===== config.mk =====
export PLATFORM = sky130hd
export DESIGN_NAME = dik_ctrl
export DESIGN_NICKNAME = d
export VERILOG_FILES = /design/src/rtl/dik_pkg.sv /design/src/rtl/dik_ctrl.sv
export SDC_FILE = /design/constraint.sdc
export NUM_CORES = 1
export LEC_CHECK = 0
export BUFFER_PORTS_ARGS = -buffer_cell sky130_fd_sc_hd__buf_2
export CORE_AREA = 2 2 39 41
export CTS_BUF_LIST = sky130_fd_sc_hd__clkbuf_16
export DETAILED_ROUTE_END_ITERATION = 16
export DIE_AREA = 0 0 41 43
export PLACE_DENSITY = 0.35
export REMOVE_ABC_BUFFERS = 1
export SETUP_SLACK_MARGIN = 0.3
export SLEW_MARGIN = 25
export SYNTH_ARGS = -nofsm -noshare
export SYNTH_HDL_FRONTEND = slang
export SYNTH_SLANG_ARGS = --single-unit

===== constraint.sdc =====
create_clock -name clk -period 2.8 [get_ports clk]
set_input_delay 0.56 -clock clk [delete_from_list [all_inputs] [get_ports clk]]
set_output_delay 0.56 -clock clk [all_outputs]
set_load 0.05 [all_outputs]

===== src/rtl/dik_pkg.sv =====
// Shared constants, codes and controller/datapath interface types for the key set.
package dik_pkg;

  localparam int KEY_SPACE = 256;
  localparam int KEY_W     = 8;
  localparam int MODE_W    = 3;
  localparam int POS_W     = $clog2(KEY_SPACE);
  localparam int CNT_W     = $clog2(KEY_SPACE + 1);
  localparam int IDX_W     = POS_W + 1;

  typedef enum logic [MODE_W-1:0] {
    MODE_ADD    = 3'd0,
    MODE_REMOVE = 3'd1,
    MODE_LOOKUP = 3'd2,
    MODE_CLEAR  = 3'd3,
    MODE_READ   = 3'd4
  } mode_e_t;

  typedef enum logic [1:0] {
    ST_IDLE,
    ST_LOOK,
    ST_SHIFT,
    ST_RESP
  } state_t;

  typedef struct packed {
    logic capture;   // latch request, start table/list reads
    logic exec;      // perform operation on read data
    logic shift;     // one list compaction step
    logic load_out;  // move result into output register
  } cmd_t;

  typedef struct packed {
    logic [MODE_W-1:0] mode;
    logic              present;  // key is a member
    logic              rm_more;  // entries above the gap need moving
    logic              sh_more;  // another compaction step follows
    logic              out_free; // output register can take a result
  } sts_t;

endpackage


===== src/rtl/dik_ctrl.sv =====
// Request sequencer for the key set: issues datapath commands per operation.
module dik_ctrl (
  input  logic          clk,
  input  logic          rst_n,
  input  logic          in_valid,
  output logic          in_ready,
  input  dik_pkg::sts_t sts,
  output dik_pkg::cmd_t cmd
);

  dik_pkg::state_t state_r, state_nxt;

  always_ff @(posedge clk) begin
    if (!rst_n) begin
      state_r <= dik_pkg::ST_IDLE;
    end else begin
      state_r <= state_nxt;
    end
  end

  always_comb begin
    state_nxt = state_r;
    cmd       = '0;
    in_ready  = 1'b0;
    unique case (state_r)
      dik_pkg::ST_IDLE: begin
        in_ready = 1'b1;
        if (in_valid) begin
          cmd.capture = 1'b1;
          state_nxt   = dik_pkg::ST_LOOK;
        end
      end
      dik_pkg::ST_LOOK: begin
        cmd.exec = 1'b1;
        if (sts.mode == dik_pkg::MODE_REMOVE && sts.present && sts.rm_more) begin
          state_nxt = dik_pkg::ST_SHIFT;
        end else begin
          state_nxt = dik_pkg::ST_RESP;
        end
      end
      dik_pkg::ST_SHIFT: begin
        cmd.shift = 1'b1;
        if (!sts.sh_more) begin
          state_nxt = dik_pkg::ST_RESP;
        end
      end
      dik_pkg::ST_RESP: begin
        if (sts.out_free) begin
          cmd.load_out = 1'b1;
          state_nxt    = dik_pkg::ST_IDLE;
        end
      end
      default: begin
        state_nxt = dik_pkg::ST_IDLE;
      end
    endcase
  end

endmodule


==> impl_metrics.yaml <==
status:
  status: "complete, no violations"
floorplanning:
  core_um2: 1380
  die_x_um: 41
  initial_utilization_pct: 15.6
  dieArea_um2: 1760
  die_y_um: 43
  io-pin-count: 15
  rows: 14
logic_synthesis:
  synth_edf_count: 0
  ys.flop_type: "dfxtp_1"
  syn_inst: 25
  ys.warnings.count: 0
  ys_types: 16
  yosysSeqAreaShare_pct: 18.5
  synth_area_um2: 216
  synth_area_per_cell_um2: 8.66
  async_flop_share_pct: 0
  ys_ff_latch: 2
setup_path:
  path_max_fanout: 5
  arrival_ns: 1.31
  worst-endpoint-required_ns: 2.24
  crit_type: "reg2out"
  worstSetupEndpointType: "output port"
  path_cells: "inv_1, ha_1, and2_2, buf_2"
  crit_path_top_delay_cell: "dfxtp_1"
  start_kind: "flip-flop"
  cpPeakStageDelay_ns: 0.40
clock_tree:
  cts_hold_buf: 0
  clk_latency_ns: 0.22
  cts_made_buffers: 3
  clk_path_buf_depth: 2
  cts_tree: "built"
  clockRootBuffer: "clkbuf_16"
  clock-sinks: 2
  htree_levels: 1
  cts_setup_buffers: 0
  clk_pin_slew_ns: 0.03
  ctsResizeCount: 0
timing:
  setup_viol: 0
  rsz0062_at_grt: "false"
  tns_ns: 0
  relSlewSlack_pct: 83.6
  skew_ns: 0.00117
  slew_viol_final: 0
  worst_hold_slack_ns: 0.551
  tightest_slew_ns: 0.246
  post-route-period-util_pct: 67.0
  hold_viol: 0
  fin_crit_ns: 1.87
  fmax_ghz: 0.533
detailed_routing:
  wl_per_cell_um: 9.83
  met1_length_um: 191
  drc: 0
  highest_layer: "met3"
  vias_per_cell: 4.17
  met2_length_um: 343
  drt_iter0_drc: 0
  postRouteAntennaNets: 0
  vias: 242
  firstDrtPassIters: 1
  routed_wl_um: 570
  wl_met3_um: 34
placement:
  hpwl_um: 467
  io_buffers: 14
  gp_congestion: 0.706
finish:
  n_antenna_cell: 0
  syn2layout_area_growth_pct: 76.3
  largest_register_ffs: 2
  regMostFlops: "state_r"
  drive_above_1_share_pct: 42.9
  reg_top3: "state_r (2)"
  layout.nets: 59
  fin_util_pct: 27.6
pwr:
  p_leak_nw: 0.196
  vdd_ir_drop_max_v: 0.000385
  power_density_nw_per_um2: 1420
global_routing:
  grt_pass1_wl_um: 876
  grt_pass1_vias: 251
  grt_start_max_net_pins: 6
  antenna_found_initial: 0
  grt_usage_pct: 7.91
  grt_overflow: 0
worst_hold_path:
  hp-class: "reg2reg"
run:
  maxCapViolCount: 0
==> power breakdown <==
part	leakage, nW	total [mW]	switching [mW]	internal, mW
clock	0.0370	0.212	0.0301	0.181
sequential	0.0166	0.0595	0.0169	0.0425
combinational	0.143	0.271	0.187	0.0843
total	0.196	0.542	0.234	0.308
==> routing by layer <==
layer | track usage (%) | vias to the layer above
met5 | 0 | -
met4 | 6.00 | 0
met3 | 3.14 | 0
met2 | 14.4 | 10
met1 | 5.73 | 109
li1 | - | 123
==> critical path, delay by kind of cell, from the launching register on <==
family / cells / cell delay (ns)
flops: 1 / 0.40
simple gates: 1 / 0.17
buf+inv: 2 / 0.31
fa+ha+maj: 1 / 0.21
==> layout make-up <==
cell class	instances	area [um2]
Clock buffer	3	75.1
Fill cell	160	1000
Inverter	3	11.3
Multi-Input combinational cell	20	165
Sequential cell	2	40.0
Tap cell	16	20.0
Timing Repair Buffer	14	70.1
==> path summary, 6_finish.rpt <==
| kind | start | slack, ns | endpoint | cells past startpoint |
|---|---|---|---|---|
| setup / recovery | state_r[1] | 0.93 | cmd[3] | 4 |
| hold / removal | state_r[1] | 0.55 | state_r[1] | 2 |
| setup reg to reg | state_r[1] | 1.19 | state_r[0] | 5 |
| hold reg to reg | state_r[1] | 0.55 | state_r[1] | 2 |
==> cells in the mapped netlist (2+ instances only) <==
| cell | number | area share, % |
|---|---|---|
| ha_1 | 5 | 29 |
| dfxtp_1 | 2 | 18 |
| and2_1 | 2 | 5.8 |
| inv_1 | 3 | 5.2 |
| nor2_1 | 2 | 3.5 |
==> metrics by stage <==
stage | instance area [um2] | instances | worst slack, ns | power [mW]
after CTS | 382 | 58 | 0.904 | 0.551
final | 382 | 58 | 0.925 | 0.542
after global placement | 307 | 55 | 1.16 | 0.332
after floorplan | 216 | 25 | 0.915 | 0.280
after global routing | 382 | 58 | 0.842 | 0.576
after detailed placement | 307 | 55 | 1.15 | 0.333
==> cell usage in the layout, fill, tap and decap left out <==
| master | instances |
|---|---|
| inv_1 | 3 |
| clkbuf_16 | 3 |
| dfxtp_1 | 2 |
| o41a_1 | 1 |
| or4b_1 | 1 |
| ha_1 | 5 |
| nand4b_1 | 1 |
| and2b_1 | 1 |
| a311oi_1 | 1 |
| nor2_1 | 2 |
| and2_2 | 1 |
| and2_1 | 2 |
| o31ai_1 | 1 |
| o21ai_0 | 1 |
| nor3_1 | 1 |
| a21oi_1 | 1 |
| nor2b_1 | 1 |
| buf_2 | 14 |
==> cell families after synthesis <==
family          after synthesis  share of synthesized area [%]
flops                         2                           18.5
fa+ha+maj                     5                           28.9
simple gates                 10                           30.1
buf+inv                       3                           5.20
compound gates                5                           17.3
No activity file was read; power rests on OpenSTA's default activity.
